### src/hdl/nsdq_pkg.sv
package nsdq_pkg;

    // default build parameters
    localparam int DEF_FILTER_TAPS   = 4;
    localparam int DEF_CHANNEL_COUNT = 2;
    localparam int DEF_FRACTION_BITS = 12;

    // fixed field widths
    localparam int SAMPLE_W = 24;
    localparam int OUT_W    = 16;
    localparam int GAIN_W   = 15;
    localparam int HIST_W   = 24;
    localparam int LCG_W    = 32;
    localparam int MUL_W    = 33;

    // shaping filter length that carries non-zero coefficients
    localparam int COEF_COUNT = 4;

    // output code limits
    localparam int OUT_POS_MAX = 32767;
    localparam int OUT_NEG_MAG = 32768;

    // filter output history limits (24-bit signed)
    localparam longint HIST_MAX = 8388607;
    localparam longint HIST_MIN = -8388608;

    // register and generator constants
    localparam logic [GAIN_W-1:0] GAIN_RESET = 15'd32753;
    localparam logic [LCG_W-1:0]  LCG_SEED   = 32'd22222;
    localparam logic [LCG_W-1:0]  LCG_MUL    = 32'd96314165;
    localparam logic [LCG_W-1:0]  LCG_INC    = 32'd907633515;

    // shaping coefficient in q.fbits, rounded half away from zero
    // indices 0..3 are the error taps, 4..7 the output taps
    function automatic longint coef_q(input int idx, input int fbits);
        longint c;
        longint m;
        longint q;
        case (idx)
            0:       c = 22061;
            1:       c = -4706;
            2:       c = -2534;
            3:       c = -6214;
            4:       c = 10587;
            5:       c = 676;
            6:       c = -6054;
            7:       c = -2738;
            default: c = 0;
        endcase
        m = ((c < 0) ? -c : c) * (longint'(1) << fbits);
        q = (m * 2 + 10000) / 20000;
        return (c < 0) ? -q : q;
    endfunction

endpackage

### src/hdl/nsdq_if.sv
// input frame channel
interface nsdq_in_if import nsdq_pkg::*; ();
    logic                       valid;
    logic                       ready;
    logic signed [SAMPLE_W-1:0] left_sample;
    logic signed [SAMPLE_W-1:0] right_sample;
    logic                       block_end;

    modport source (output valid, output left_sample, output right_sample,
                    output block_end, input ready);
    modport sink   (input valid, input left_sample, input right_sample,
                    input block_end, output ready);
endinterface

// output frame channel
interface nsdq_out_if import nsdq_pkg::*; ();
    logic                    valid;
    logic                    ready;
    logic signed [OUT_W-1:0] left_out;
    logic signed [OUT_W-1:0] right_out;
    logic                    clipped;
    logic                    last_out;

    modport source (output valid, output left_out, output right_out,
                    output clipped, output last_out, input ready);
    modport sink   (input valid, input left_out, input right_out,
                    input clipped, input last_out, output ready);
endinterface

// gain register write channel
interface nsdq_cfg_if import nsdq_pkg::*; ();
    logic              valid;
    logic              ready;
    logic [GAIN_W-1:0] data;

    modport source (output valid, output data, input ready);
    modport sink   (input valid, input data, output ready);
endinterface

### src/hdl/nsdq_mul.sv
module nsdq_mul import nsdq_pkg::*; #(
    parameter int PROD_W = 40
) (
    input  logic                     i_clk,
    input  logic signed [MUL_W-1:0]  i_a,
    input  logic signed [MUL_W-1:0]  i_b,
    output logic signed [PROD_W-1:0] o_prod
);

    logic signed [2*MUL_W-1:0] w_full;
    logic signed [PROD_W-1:0]  r_prod;

    // full signed product, low part kept
    assign w_full = i_a * i_b;

    always_ff @(posedge i_clk) begin
        r_prod <= w_full[PROD_W-1:0];
    end

    assign o_prod = r_prod;

endmodule

### src/hdl/noise_shaped_dither_quantizer.sv
// Requantizes one stereo frame of 24-bit samples to two 16-bit samples with error-feedback
// noise shaping and triangular dither, left channel first. Every product (gain, filter
// taps and the dither generator) goes through one registered multiplier under a small
// sequencer, so a new frame is accepted only once the last one is through the sequencer;
// the result waits in an output register, and a new frame may be accepted while it does.
// The input is not ready while a frame is in work or while reset is held. Gain writes are
// taken whenever reset is released and must come only while the block is idle.
module noise_shaped_dither_quantizer import nsdq_pkg::*; #(
    parameter int FILTER_TAPS   = DEF_FILTER_TAPS,
    parameter int CHANNEL_COUNT = DEF_CHANNEL_COUNT,
    parameter int FRACTION_BITS = DEF_FRACTION_BITS
) (
    input  logic      i_clk,
    input  logic      i_rst_n,
    nsdq_cfg_if.sink  i_cfg,
    nsdq_in_if.sink   i_in,
    nsdq_out_if.source o_out
);

    localparam int F      = FRACTION_BITS;
    localparam int SW     = F + 16;
    localparam int VW     = F + 18;
    localparam int EW     = F + 2;
    localparam int CW     = F + 3;
    localparam int AW     = F + 31;
    localparam int DW     = F + 1;
    localparam int MAGW   = VW - F;
    localparam int PROD_W = (F + 26 > 39) ? (F + 26) : 39;
    localparam int TAPW   = (FILTER_TAPS > 1) ? $clog2(FILTER_TAPS) : 1;
    localparam longint HALF = longint'(1) << (F - 1);
    localparam longint LIM  = 3 * HALF;

    localparam longint COEF_E [COEF_COUNT] = '{
        coef_q(0, F), coef_q(1, F), coef_q(2, F), coef_q(3, F)
    };
    localparam longint COEF_O [COEF_COUNT] = '{
        coef_q(4, F), coef_q(5, F), coef_q(6, F), coef_q(7, F)
    };

    typedef enum logic [11:0] {
        S_IDLE  = 12'b0000_0000_0001,
        S_LCG1  = 12'b0000_0000_0010,
        S_GAIN  = 12'b0000_0000_0100,
        S_LCG2  = 12'b0000_0000_1000,
        S_TAP_E = 12'b0000_0001_0000,
        S_TAP_F = 12'b0000_0010_0000,
        S_WAIT  = 12'b0000_0100_0000,
        S_ERR   = 12'b0000_1000_0000,
        S_SUB   = 12'b0001_0000_0000,
        S_ROUND = 12'b0010_0000_0000,
        S_STORE = 12'b0100_0000_0000,
        S_DONE  = 12'b1000_0000_0000
    } t_state;

    // what the product register holds this cycle
    typedef enum logic [2:0] {
        K_NONE,
        K_LCG1,
        K_GAIN,
        K_LCG2,
        K_TAP_E,
        K_TAP_F
    } t_kind;

    t_state r_state, n_state;
    t_kind  r_kind, n_kind;
    logic              r_ch;
    logic [TAPW-1:0]   r_tap;
    logic [GAIN_W-1:0] r_gain;
    logic [LCG_W-1:0]  r_lcg;
    logic [LCG_W-1:0]  r_u1;

    logic signed [HIST_W-1:0] r_fh [CHANNEL_COUNT][FILTER_TAPS];
    logic signed [EW-1:0]     r_eh [CHANNEL_COUNT][FILTER_TAPS];

    logic signed [SAMPLE_W-1:0] r_left, r_right;
    logic                       r_last;
    logic signed [SW-1:0]       r_s;
    logic signed [AW-1:0]       r_acc;
    logic signed [DW-1:0]       r_dith;
    logic signed [HIST_W-1:0]   r_err;
    logic signed [VW-1:0]       r_sr, r_sp, r_v;
    logic signed [OUT_W-1:0]    r_y, r_yl, r_yr;
    logic                       r_clip;

    logic                    r_out_valid;
    logic signed [OUT_W-1:0] r_out_left, r_out_right;
    logic                    r_out_clip, r_out_last;

    logic                       w_ch_idx;
    logic                       w_in_take;
    logic                       w_out_free;
    logic signed [SAMPLE_W-1:0] w_sample;
    logic signed [CW-1:0]       w_coef_e, w_coef_o;
    logic signed [MUL_W-1:0]    w_ma, w_mb;
    logic signed [PROD_W-1:0]   w_prod;
    logic [LCG_W-1:0]           w_lcg_next;
    logic signed [LCG_W:0]      w_ud;
    logic signed [AW-1:0]       w_acc_r, w_err_full;
    logic signed [HIST_W-1:0]   w_err;
    logic                       w_neg;
    logic [VW-1:0]              w_magp;
    logic [MAGW-1:0]            w_mag;
    logic signed [OUT_W-1:0]    w_y;
    logic                       w_sat;
    logic signed [VW-1:0]       w_e_full;
    logic signed [EW-1:0]       w_e;

    // handshakes
    assign i_cfg.ready = i_rst_n;
    assign i_in.ready  = i_rst_n && (r_state == S_IDLE);
    assign w_in_take   = i_in.valid && (r_state == S_IDLE);
    assign w_out_free  = !r_out_valid || o_out.ready;

    assign o_out.valid     = r_out_valid;
    assign o_out.left_out  = r_out_left;
    assign o_out.right_out = r_out_right;
    assign o_out.clipped   = r_out_clip;
    assign o_out.last_out  = r_out_last;

    // current channel and its sample
    assign w_ch_idx = (CHANNEL_COUNT > 1) ? r_ch : 1'b0;
    assign w_sample = (r_ch == 1'b0) ? r_left : r_right;

    // coefficient lookup, taps past the fourth are zero
    always_comb begin
        w_coef_e = '0;
        w_coef_o = '0;
        for (int k = 0; k < COEF_COUNT; k++) begin
            if (int'(r_tap) == k) begin
                w_coef_e = CW'(COEF_E[k]);
                w_coef_o = CW'(COEF_O[k]);
            end
        end
    end

    // operand selection for the shared multiplier
    always_comb begin
        w_ma   = '0;
        w_mb   = '0;
        n_kind = K_NONE;
        case (r_state)
            S_LCG1: begin
                w_ma   = MUL_W'({1'b0, r_lcg});
                w_mb   = MUL_W'({1'b0, LCG_MUL});
                n_kind = K_LCG1;
            end
            S_GAIN: begin
                w_ma   = MUL_W'(w_sample);
                w_mb   = MUL_W'({1'b0, r_gain});
                n_kind = K_GAIN;
            end
            S_LCG2: begin
                w_ma   = MUL_W'({1'b0, r_lcg});
                w_mb   = MUL_W'({1'b0, LCG_MUL});
                n_kind = K_LCG2;
            end
            S_TAP_E: begin
                w_ma   = MUL_W'(r_eh[w_ch_idx][r_tap]);
                w_mb   = MUL_W'(w_coef_e);
                n_kind = K_TAP_E;
            end
            S_TAP_F: begin
                w_ma   = MUL_W'(r_fh[w_ch_idx][r_tap]);
                w_mb   = MUL_W'(w_coef_o);
                n_kind = K_TAP_F;
            end
            default: begin
                w_ma   = '0;
                w_mb   = '0;
                n_kind = K_NONE;
            end
        endcase
    end

    nsdq_mul #(
        .PROD_W (PROD_W)
    ) u_mul (
        .i_clk  (i_clk),
        .i_a    (w_ma),
        .i_b    (w_mb),
        .o_prod (w_prod)
    );

    // generator step from the product
    assign w_lcg_next = w_prod[LCG_W-1:0] + LCG_INC;

    // triangular dither from the two draws
    assign w_ud = $signed({1'b0, r_u1}) - $signed({1'b0, r_lcg});

    // filter output, rounded half up and saturated to 24 bits
    assign w_acc_r    = r_acc + AW'(HALF);
    assign w_err_full = w_acc_r >>> F;
    always_comb begin
        if (w_err_full > AW'(HIST_MAX)) begin
            w_err = HIST_W'(HIST_MAX);
        end else if (w_err_full < AW'(HIST_MIN)) begin
            w_err = HIST_W'(HIST_MIN);
        end else begin
            w_err = w_err_full[HIST_W-1:0];
        end
    end

    // round half away from zero and saturate to 16 bits
    assign w_neg  = r_v[VW-1];
    assign w_magp = w_neg ? (VW'(HALF) - r_v) : (r_v + VW'(HALF));
    assign w_mag  = w_magp[VW-1:F];
    always_comb begin
        w_sat = 1'b0;
        if (!w_neg && (w_mag > MAGW'(OUT_POS_MAX))) begin
            w_y   = OUT_W'(OUT_POS_MAX);
            w_sat = 1'b1;
        end else if (w_neg && (w_mag > MAGW'(OUT_NEG_MAG))) begin
            w_y   = -OUT_W'(OUT_NEG_MAG);
            w_sat = 1'b1;
        end else if (w_neg) begin
            w_y = -OUT_W'(w_mag);
        end else begin
            w_y = OUT_W'(w_mag);
        end
    end

    // rounding error, clamped to one and a half steps
    assign w_e_full = (VW'(r_y) <<< F) - r_sp;
    always_comb begin
        if (w_e_full > VW'(LIM)) begin
            w_e = EW'(LIM);
        end else if (w_e_full < -VW'(LIM)) begin
            w_e = -EW'(LIM);
        end else begin
            w_e = w_e_full[EW-1:0];
        end
    end

    // sequencer
    always_comb begin
        n_state = r_state;
        case (r_state)
            S_IDLE:  if (i_in.valid) n_state = S_LCG1;
            S_LCG1:  n_state = S_GAIN;
            S_GAIN:  n_state = S_LCG2;
            S_LCG2:  n_state = S_TAP_E;
            S_TAP_E: n_state = S_TAP_F;
            S_TAP_F: begin
                if (r_tap == TAPW'(FILTER_TAPS - 1)) begin
                    n_state = S_WAIT;
                end else begin
                    n_state = S_TAP_E;
                end
            end
            S_WAIT:  n_state = S_ERR;
            S_ERR:   n_state = S_SUB;
            S_SUB:   n_state = S_ROUND;
            S_ROUND: n_state = S_STORE;
            S_STORE: begin
                if (int'(r_ch) == CHANNEL_COUNT - 1) begin
                    n_state = S_DONE;
                end else begin
                    n_state = S_LCG1;
                end
            end
            S_DONE:  if (w_out_free) n_state = S_IDLE;
            default: n_state = S_IDLE;
        endcase
    end

    // control state, gain register and generator state
    always_ff @(posedge i_clk) begin
        if (!i_rst_n) begin
            r_state     <= S_IDLE;
            r_kind      <= K_NONE;
            r_ch        <= 1'b0;
            r_tap       <= '0;
            r_gain      <= GAIN_RESET;
            r_lcg       <= LCG_SEED;
            r_out_valid <= 1'b0;
        end else begin
            r_state <= n_state;
            r_kind  <= n_kind;
            if (i_cfg.valid) begin
                r_gain <= i_cfg.data;
            end
            if (r_kind == K_LCG1 || r_kind == K_LCG2) begin
                r_lcg <= w_lcg_next;
            end
            if (w_in_take) begin
                r_ch <= 1'b0;
            end else if (r_state == S_STORE) begin
                r_ch <= 1'b1;
            end
            if (r_state == S_LCG2) begin
                r_tap <= '0;
            end else if (r_state == S_TAP_F) begin
                r_tap <= r_tap + 1'b1;
            end
            if (r_state == S_DONE && w_out_free) begin
                r_out_valid <= 1'b1;
            end else if (o_out.ready) begin
                r_out_valid <= 1'b0;
            end
        end
    end

    // shaping histories, newest at tap zero
    always_ff @(posedge i_clk) begin
        if (!i_rst_n) begin
            for (int c = 0; c < CHANNEL_COUNT; c++) begin
                for (int j = 0; j < FILTER_TAPS; j++) begin
                    r_fh[c][j] <= '0;
                    r_eh[c][j] <= '0;
                end
            end
        end else if (r_state == S_STORE) begin
            for (int j = FILTER_TAPS - 1; j > 0; j--) begin
                r_fh[w_ch_idx][j] <= r_fh[w_ch_idx][j-1];
                r_eh[w_ch_idx][j] <= r_eh[w_ch_idx][j-1];
            end
            r_fh[w_ch_idx][0] <= r_err;
            r_eh[w_ch_idx][0] <= w_e;
        end
    end

    // datapath registers
    always_ff @(posedge i_clk) begin
        // frame capture
        if (w_in_take) begin
            r_left  <= i_in.left_sample;
            r_right <= i_in.right_sample;
            r_last  <= i_in.block_end;
            r_clip  <= 1'b0;
            r_yr    <= '0;
        end

        // consume the product register
        case (r_kind)
            K_LCG1:  r_u1  <= w_lcg_next;
            K_GAIN:  r_s   <= SW'(w_prod >>> (23 - F));
            K_TAP_E: r_acc <= r_acc + AW'(w_prod);
            K_TAP_F: r_acc <= r_acc - AW'(w_prod);
            default: begin
            end
        endcase
        if (r_state == S_LCG1) begin
            r_acc <= '0;
        end

        // finishing steps of one channel
        if (r_state == S_WAIT) begin
            r_dith <= DW'(w_ud >>> (LCG_W - F));
        end
        if (r_state == S_ERR) begin
            r_err <= w_err;
            r_sr  <= VW'(r_s) + VW'(r_dith);
        end
        if (r_state == S_SUB) begin
            r_sp <= VW'(r_s) - VW'(r_err);
            r_v  <= r_sr - VW'(r_err);
        end
        if (r_state == S_ROUND) begin
            r_y <= w_y;
            if (w_sat) begin
                r_clip <= 1'b1;
            end
        end
        if (r_state == S_STORE) begin
            if (r_ch == 1'b0) begin
                r_yl <= r_y;
            end else begin
                r_yr <= r_y;
            end
        end

        // result register
        if (r_state == S_DONE && w_out_free) begin
            r_out_left  <= r_yl;
            r_out_right <= r_yr;
            r_out_clip  <= r_clip;
            r_out_last  <= r_last;
        end
    end

endmodule

### src/flat_wrapper.sv
// flat-port wrapper written by rule: the top's interface ports become plain ports
module noise_shaped_dither_quantizer_flat import nsdq_pkg::*;
#(
    parameter int FILTER_TAPS   = DEF_FILTER_TAPS,
    parameter int CHANNEL_COUNT = DEF_CHANNEL_COUNT,
    parameter int FRACTION_BITS = DEF_FRACTION_BITS
)
  (i_clk, i_rst_n, i_cfg_valid, i_cfg_data, i_cfg_ready, i_in_valid, i_in_left_sample, i_in_right_sample, i_in_block_end, i_in_ready, o_out_valid, o_out_left_out, o_out_right_out, o_out_clipped, o_out_last_out, o_out_ready);
  nsdq_cfg_if i_cfg_i ();
  nsdq_in_if i_in_i ();
  nsdq_out_if o_out_i ();
  input  logic i_clk;
  input  logic i_rst_n;
  input wire logic [$bits(i_cfg_i.valid)-1:0] i_cfg_valid;
  input wire logic [$bits(i_cfg_i.data)-1:0] i_cfg_data;
  output wire logic [$bits(i_cfg_i.ready)-1:0] i_cfg_ready;
  input wire logic [$bits(i_in_i.valid)-1:0] i_in_valid;
  input wire logic [$bits(i_in_i.left_sample)-1:0] i_in_left_sample;
  input wire logic [$bits(i_in_i.right_sample)-1:0] i_in_right_sample;
  input wire logic [$bits(i_in_i.block_end)-1:0] i_in_block_end;
  output wire logic [$bits(i_in_i.ready)-1:0] i_in_ready;
  output wire logic [$bits(o_out_i.valid)-1:0] o_out_valid;
  output wire logic [$bits(o_out_i.left_out)-1:0] o_out_left_out;
  output wire logic [$bits(o_out_i.right_out)-1:0] o_out_right_out;
  output wire logic [$bits(o_out_i.clipped)-1:0] o_out_clipped;
  output wire logic [$bits(o_out_i.last_out)-1:0] o_out_last_out;
  input wire logic [$bits(o_out_i.ready)-1:0] o_out_ready;
  assign i_cfg_i.valid = i_cfg_valid;
  assign i_cfg_i.data = i_cfg_data;
  assign i_cfg_ready = i_cfg_i.ready;
  assign i_in_i.valid = i_in_valid;
  assign i_in_i.left_sample = i_in_left_sample;
  assign i_in_i.right_sample = i_in_right_sample;
  assign i_in_i.block_end = i_in_block_end;
  assign i_in_ready = i_in_i.ready;
  assign o_out_valid = o_out_i.valid;
  assign o_out_left_out = o_out_i.left_out;
  assign o_out_right_out = o_out_i.right_out;
  assign o_out_clipped = o_out_i.clipped;
  assign o_out_last_out = o_out_i.last_out;
  assign o_out_i.ready = o_out_ready;
  noise_shaped_dither_quantizer #(.FILTER_TAPS(FILTER_TAPS), .CHANNEL_COUNT(CHANNEL_COUNT), .FRACTION_BITS(FRACTION_BITS)) u_core (.i_clk(i_clk), .i_rst_n(i_rst_n), .i_cfg(i_cfg_i), .i_in(i_in_i), .o_out(o_out_i));
endmodule
### config.mk
export PLATFORM = sky130hd
export DESIGN_NAME = noise_shaped_dither_quantizer_flat
export DESIGN_NICKNAME = d
export VERILOG_FILES = /design/src/hdl/nsdq_pkg.sv /design/src/hdl/nsdq_if.sv /design/src/hdl/nsdq_mul.sv /design/src/hdl/noise_shaped_dither_quantizer.sv /design/src/flat_wrapper.sv
export SDC_FILE = /design/constraint.sdc
export NUM_CORES = 2
export LEC_CHECK = 0
export BUFFER_PORTS_ARGS = -buffer_cell sky130_fd_sc_hd__buf_2
export CORE_MARGIN = 2
export CORE_UTILIZATION = 60
export DETAILED_ROUTE_END_ITERATION = 12
export GPL_ROUTABILITY_DRIVEN = 0
export GPL_TIMING_DRIVEN = 0
export PLACE_DENSITY = 0.84
export SETUP_SLACK_MARGIN = 0.2
export SLEW_MARGIN = 0
export SYNTH_ARGS = -nofsm -noshare
export SYNTH_HDL_FRONTEND = slang
export SYNTH_SLANG_ARGS = --single-unit
### constraint.sdc
create_clock -name i_clk -period 18.94 [get_ports i_clk]
set_input_delay 3.788 -clock i_clk [delete_from_list [all_inputs] [get_ports i_clk]]
set_output_delay 3.788 -clock i_clk [all_outputs]
set_load 0.02 [all_outputs]
Yosys cells after proc, flatten, opt, wreduce, memory -nomap -nowiden
Memory sizes are Yosys's and may differ from the RTL's. A register that Yosys moved wholly into a read port is not among the register bits.
Index checks and enable logic that the tools add are counted.
- flip-flop bits (word level): 467
- bits in latches: 0
- bits in writable memories: 304
- ROM bits: 0
- input port bits: 69
- output and inout port bits: 37
- memories: 2
- memories (name ; words ; width ; read ports ; clocked after Yosys merged registers in ; wr ports ; RTL line ; text):
    u_core.r_fh ; 2 ; 96 ; 1 ; 1 ; 2 ; noise_shaped_dither_quantizer.sv:73 ; logic signed [HIST_W-1:0] r_fh [CHANNEL_COUNT][FILTER_TAPS];
    u_core.r_eh ; 2 ; 56 ; 1 ; 1 ; 2 ; noise_shaped_dither_quantizer.sv:74 ; logic signed [EW-1:0] r_eh [CHANNEL_COUNT][FILTER_TAPS];
- $add $sub $neg: 13
- multiply operators: 1
- div/mod/pow operators: 0
- magnitude comparators: 7
- eq/ne operators: 23
- shift-type cells: 0
- muxes and demuxes: 54
- bitwise operators: 3
- reductions and logical operators: 19
- operators by type and width (kind ; count):
    $pmux W33 S4 ; 2
    $pmux W12 S12 ; 1
    $mux W24 ; 4
    $mux W96 ; 1
    $reduce_or A96 Y1 ; 1
    $mux W15 ; 6
    $pmux W43 S2 ; 1
    $mux W16 ; 5
    $mux W14 ; 5
    $mux W56 ; 1
    $reduce_or A56 Y1 ; 1
    $bmux W24 S2 ; 1
    $add A43 B13 Y43 const B ; 1
    $add A43 B39 Y43 ; 1
    $sub A43 B39 Y43 ; 1
    $mul A33 B33 Y39 ; 1
    $mux W12 ; 3
    $sub A32 B32 Y33 ; 1
    $add A32 B30 Y32 const B ; 1
    $gt A31 B24 Y1 const B ; 1
    $lt A31 B24 Y1 const B ; 1
    $add A30 B13 Y30 const B ; 1
    $gt A30 B14 Y1 const B ; 1
    $lt A30 B14 Y1 const B ; 1
    44 further kinds ; 77

Depth between registers and ports, before layout
- depth after elaboration: 8
- depth in mapped cells: 43

Hierarchy
A second synthesis with hierarchy kept.
- cell total of the unflattened synthesis: 6347
- area, all modules: 63877.5 um^2
- modules (own cells, without submodules) (module ; instances ; cells an instance ; area each (um^2) ; seq. area each (um^2)):
    noise_shaped_dither_quantizer ; 1 ; 3683 ; 39903.3 ; 20679.8
    nsdq_mul ; 1 ; 2664 ; 23974.2 ; 780.7

Worst setup path after synthesis
OpenSTA, ideal clock, no wires.
- path type: reg-to-reg
- start point: register u_core.r_tap[0]
- end point: register u_core.u_mul.r_prod[38], in the netlist u_core.u_mul.o_prod[38]
- library setup time: 0.072 ns
- arrival time: 9.521 ns
- data required time: 18.868 ns
- path slack: 9.347 ns
- stages on the path, launching flop included: 40
- path buffers: 5
- clock period less this slack: 9.593 ns
- cell sequence: dfxtp_1 clkbuf_1 inv_2 buf_2 buf_1 clkbuf_1 ha_1 nor2_1 nor2_1 a21oi_1 nor2_1 inv_1 nand2_1 clkbuf_1 nand2_1 inv_1 fa_1 fa_1 [4 not listed] fa_1 fa_1 fa_1 inv_1 fa_1 inv_1 ha_1 a21o_1 a21o_1 a21o_1 nand2b_1 a21oi_1 o221ai_1 a21oi_1 o21ai_0 a21o_1 a21oi_1 xnor2_1
- cells in the longest elaborated chain, start to end: 7
- ends and longest elaborated chain (element ; RTL line ; text):
    start, declared ; noise_shaped_dither_quantizer.sv:68 ; logic [TAPW-1:0] r_tap;
    start signal, assigned ; noise_shaped_dither_quantizer.sv:294 ; r_tap <= r_tap + 1'b1;
    $logic_not A2 Y1 ; noise_shaped_dither_quantizer.sv:130 ; if (int'(r_tap) == k) begin
    $mux W14 / $mux W13 (equally long branches) ; noise_shaped_dither_quantizer.sv:130 ;
    $mux W15 (3 in series) ; noise_shaped_dither_quantizer.sv:130 ;
    $pmux W33 S4 ; noise_shaped_dither_quantizer.sv:142 ; case (r_state)
    $mul A33 B33 Y39 (*) ; nsdq_mul.sv:14 ; assign w_full = i_a * i_b;
    named net u_core.u_mul.w_full[38] ; nsdq_mul.sv:10 ; logic signed [2*MUL_W-1:0] w_full;
    end signal, assigned ; nsdq_mul.sv:17 ; r_prod <= w_full[PROD_W-1:0];
    end, declared ; nsdq_mul.sv:11 ; logic signed [PROD_W-1:0] r_prod;
The timed path passes the listed nets; every way through them passes the cells marked *. The select of a mux whose other input is x is not followed.
A chain may end at the register's enable or synchronous reset.

Worst setup path after layout
Ends and elaborated chain as after synthesis.

==> results.sh <==
export IMPL_wl_per_cell_um=22.9
export IMPL_port_buffer_count=104
export IMPL_postCtsSetupRepairBufs=0
export IMPL_die_x_um=324
export IMPL_die_area_mm2=0.105
export IMPL_async_flop_share=0
export IMPL_final_common_cell="inv_1"
export IMPL_yosysSeqAreaShare=0.349
export IMPL_min_path_type="flop to flop"
export IMPL_viasPerCell=6.13
export IMPL_power_mw=5.30
export IMPL_fillers=7355
export IMPL_num_rows=117
export IMPL_grt_pass1_vias=47400
export IMPL_drtIter0Drc=5522
export IMPL_dp_hpwl_mm=137
export IMPL_cts_tree="built"
export IMPL_clkLatencyLatePin_ps=680
export IMPL_area_growth_pct=8.44
export IMPL_drc=123
export IMPL_slew_violations=8
export IMPL_fin_crit_ps=13410
export IMPL_nNetsFinal=7278
export IMPL_mostFrequentLayoutCells="inv_1 (913), nor2_1 (740), fa_1 (607)"
export IMPL_drive_gt1_frac=0.0645
export IMPL_clk_pin_slew_ps=60
export IMPL_crit_type="flop to flop"
export IMPL_clock_root_buffer="clkbuf_16"
export IMPL_synth_fp_nets=7073
export IMPL_clock_skew_ps=41.7
export IMPL_cp_start_kind="flop"
export IMPL_r2r_slack_ps=5530
export IMPL_grt_max_degree=67
export IMPL_seq_power_share=0.378
export IMPL_rsz0062_at_grt="no"
export IMPL_intPower_mw=3.48
export IMPL_power_frac_clock=0.300
export IMPL_p_sw_mw=1.82
export IMPL_p_sw_frac=0.343
export IMPL_path_common_cell="fa_1"
export IMPL_status="complete, but fails checks"
export IMPL_synth_cells=6042
export IMPL_p_leak_nw=28.4
export IMPL_setup_viol=0
export IMPL_maxCapViolCount=1
export IMPL_cts_hold_buffers=0
export IMPL_die_h_um=324
export IMPL_max_slew_margin=-0.152
export IMPL_cp_slowest_stage_delay_ps=880
export IMPL_critPathRequiredTime_ps=19410
export IMPL_finalHoldViolCount=0
export IMPL_initial_utilization=0.605
export IMPL_synth_area_mm2=0.0616
export IMPL_crit_fanout=13
export IMPL_fin_crit_sh=0.708
export IMPL_vdd_drop_max_mv=0.0852
export IMPL_vias=47100
export IMPL_coreArea_mm2=0.102
export IMPL_ys_seq_elements=770
export IMPL_cts_buffers=81
export IMPL_antenna_found_initial=9
export IMPL_wl_mm=176
export IMPL_avgSynthCellArea_um2=10.2
export IMPL_worst_pin_slew_ps=1720
export IMPL_violations="DRC, capacitance limit, slew limit"
export IMPL_ant_nets=0
export IMPL_cp_end_kind="flop"
export IMPL_ys_types=111
export IMPL_synth_edf_count=604
export IMPL_setup_tns_ps=0
export IMPL_ios=106
export IMPL_arrival_ps=13880
export IMPL_power_density_mw_per_mm2=79.5
export IMPL_synthFlopType="edfxtp_1"
export IMPL_grt_pass1_wl_mm=267
export IMPL_h_tree_depth=3
export IMPL_clock_sinks=770
export IMPL_dr_pass1_iters=13
export IMPL_gr_total_overflow=0
export IMPL_clock_path_buffers=3
export IMPL_comb_power_share=0.322
export IMPL_post_cts_resize_count=0
export IMPL_ys_warn_count=0
export IMPL_fmax_mhz=74.5
export IMPL_slowest_stage="clkbuf_1"
export IMPL_grt_total_usage=0.338
[logic make-up (layout without fill, tap and decap cells)]
| group | Yosys count | after routing | share of synthesized area |
|---|---|---|---|
| other | 0 | 5 | 0 |
| multiplexers | 233 | 233 | 0.0450 |
| AND/OR/NAND/NOR | 1768 | 1768 | 0.127 |
| flip-flops | 770 | 770 | 0.349 |
| adder cells (fa/ha/maj) | 963 | 963 | 0.270 |
| XOR/XNOR | 334 | 334 | 0.0480 |
| buffers and inverters | 1152 | 1422 | 0.0731 |
| AO/OA/AOI/OAI | 822 | 822 | 0.0880 |
[critical path: cells and delay by family (launching register included)]
family                   cells  cell delay [ps]
AND/OR/NAND/NOR              6             1780
flip-flops                   1              330
adder cells (fa/ha/maj)     10             4900
XOR/XNOR                     1              390
buffers and inverters       12             3680
AO/OA/AOI/OAI               10             2070
[per-layer routing]
metal	GRT usage	wire (um)	vias up
li1	-	-	20400
met1	0.398	60200	22800
met2	0.527	78900	3107
met3	0.113	22200	794
met4	0.226	14300	6
met5	0.0106	131	-
[cell usage after synthesis, types with 161 or more instances]
cell type  count  area [um2]
inv_1        914        3430
nor2_1       741        2780
fa_1         607       12200
edfxtp_1     604       18100
nand2_1      560        2100
ha_1         355        4440
a21oi_1      243        1220
xnor2_1      218        1910
mux2i_1      191        1910
dfxtp_1      166        3320
clkbuf_1     165         619
o21ai_0      161         806
[area by class of cell]
class                      count  area, um2  share of cell area
antenna                        5       12.5            0.000187
buffer                       230       1040              0.0156
clock buffer                 102       2180              0.0327
clock inverter                46        438             0.00656
inverter                     922       3460              0.0519
multi-input combinational   4120      35700               0.534
sequential                   770      21500               0.322
tap                         1368       1710              0.0256
timing repair buffer         122        781              0.0117
[power groups by stage]
stage               Sequential, mW  Combinational (mW)  Clock (mW)
floorplan                     2.01                1.27           0
global placement              2.04                1.59           0
detailed placement            2.03                1.65           0
CTS                           2.00                1.66        1.59
global route                  2.01                1.86        1.66
finish                        2.00                1.71        1.59
[sequential cells by signal, indices dropped and copies added, names as in the netlist, 29 cells and up, named ones only]
signal and count:
u_core.r_acc 43, u_core.r_eh 112, u_core.r_fh 192, u_core.r_lcg 32, u_core.r_sp 29, u_core.r_sr 29
u_core.r_u1 32, u_core.r_v 30, u_core.u_mul.o_prod 39
[metrics by stage]
stage | std cells | hold slack (ps) | setup WS [ps] | util | cell area, um2
2_1_floorplan | 6042 | 400 | 9350 | - | 61600
3_3_place_gp | 7514 | 401 | 5820 | 0.627 | 63800
3_5_place_dp | 7532 | 405 | 6010 | 0.630 | 64100
4_1_cts | 7680 | 420 | 5970 | 0.656 | 66700
5_1_grt | 7680 | 430 | 5210 | 0.656 | 66700
6_report | 7685 | 421 | 5530 | 0.656 | 66700
[final timing paths]
kind              cells past startpoint                        end             from
hold reg to reg                       0  u_core.o_out.left_out[11]  u_core.r_yl[11]
setup / recovery                     39    u_core.u_mul.o_prod[38]  u_core.r_tap[0]
setup reg to reg                     39    u_core.u_mul.o_prod[38]  u_core.r_tap[0]
hold / removal                        0  u_core.o_out.left_out[11]  u_core.r_yl[11]
(Power assumes the default switching activity.)
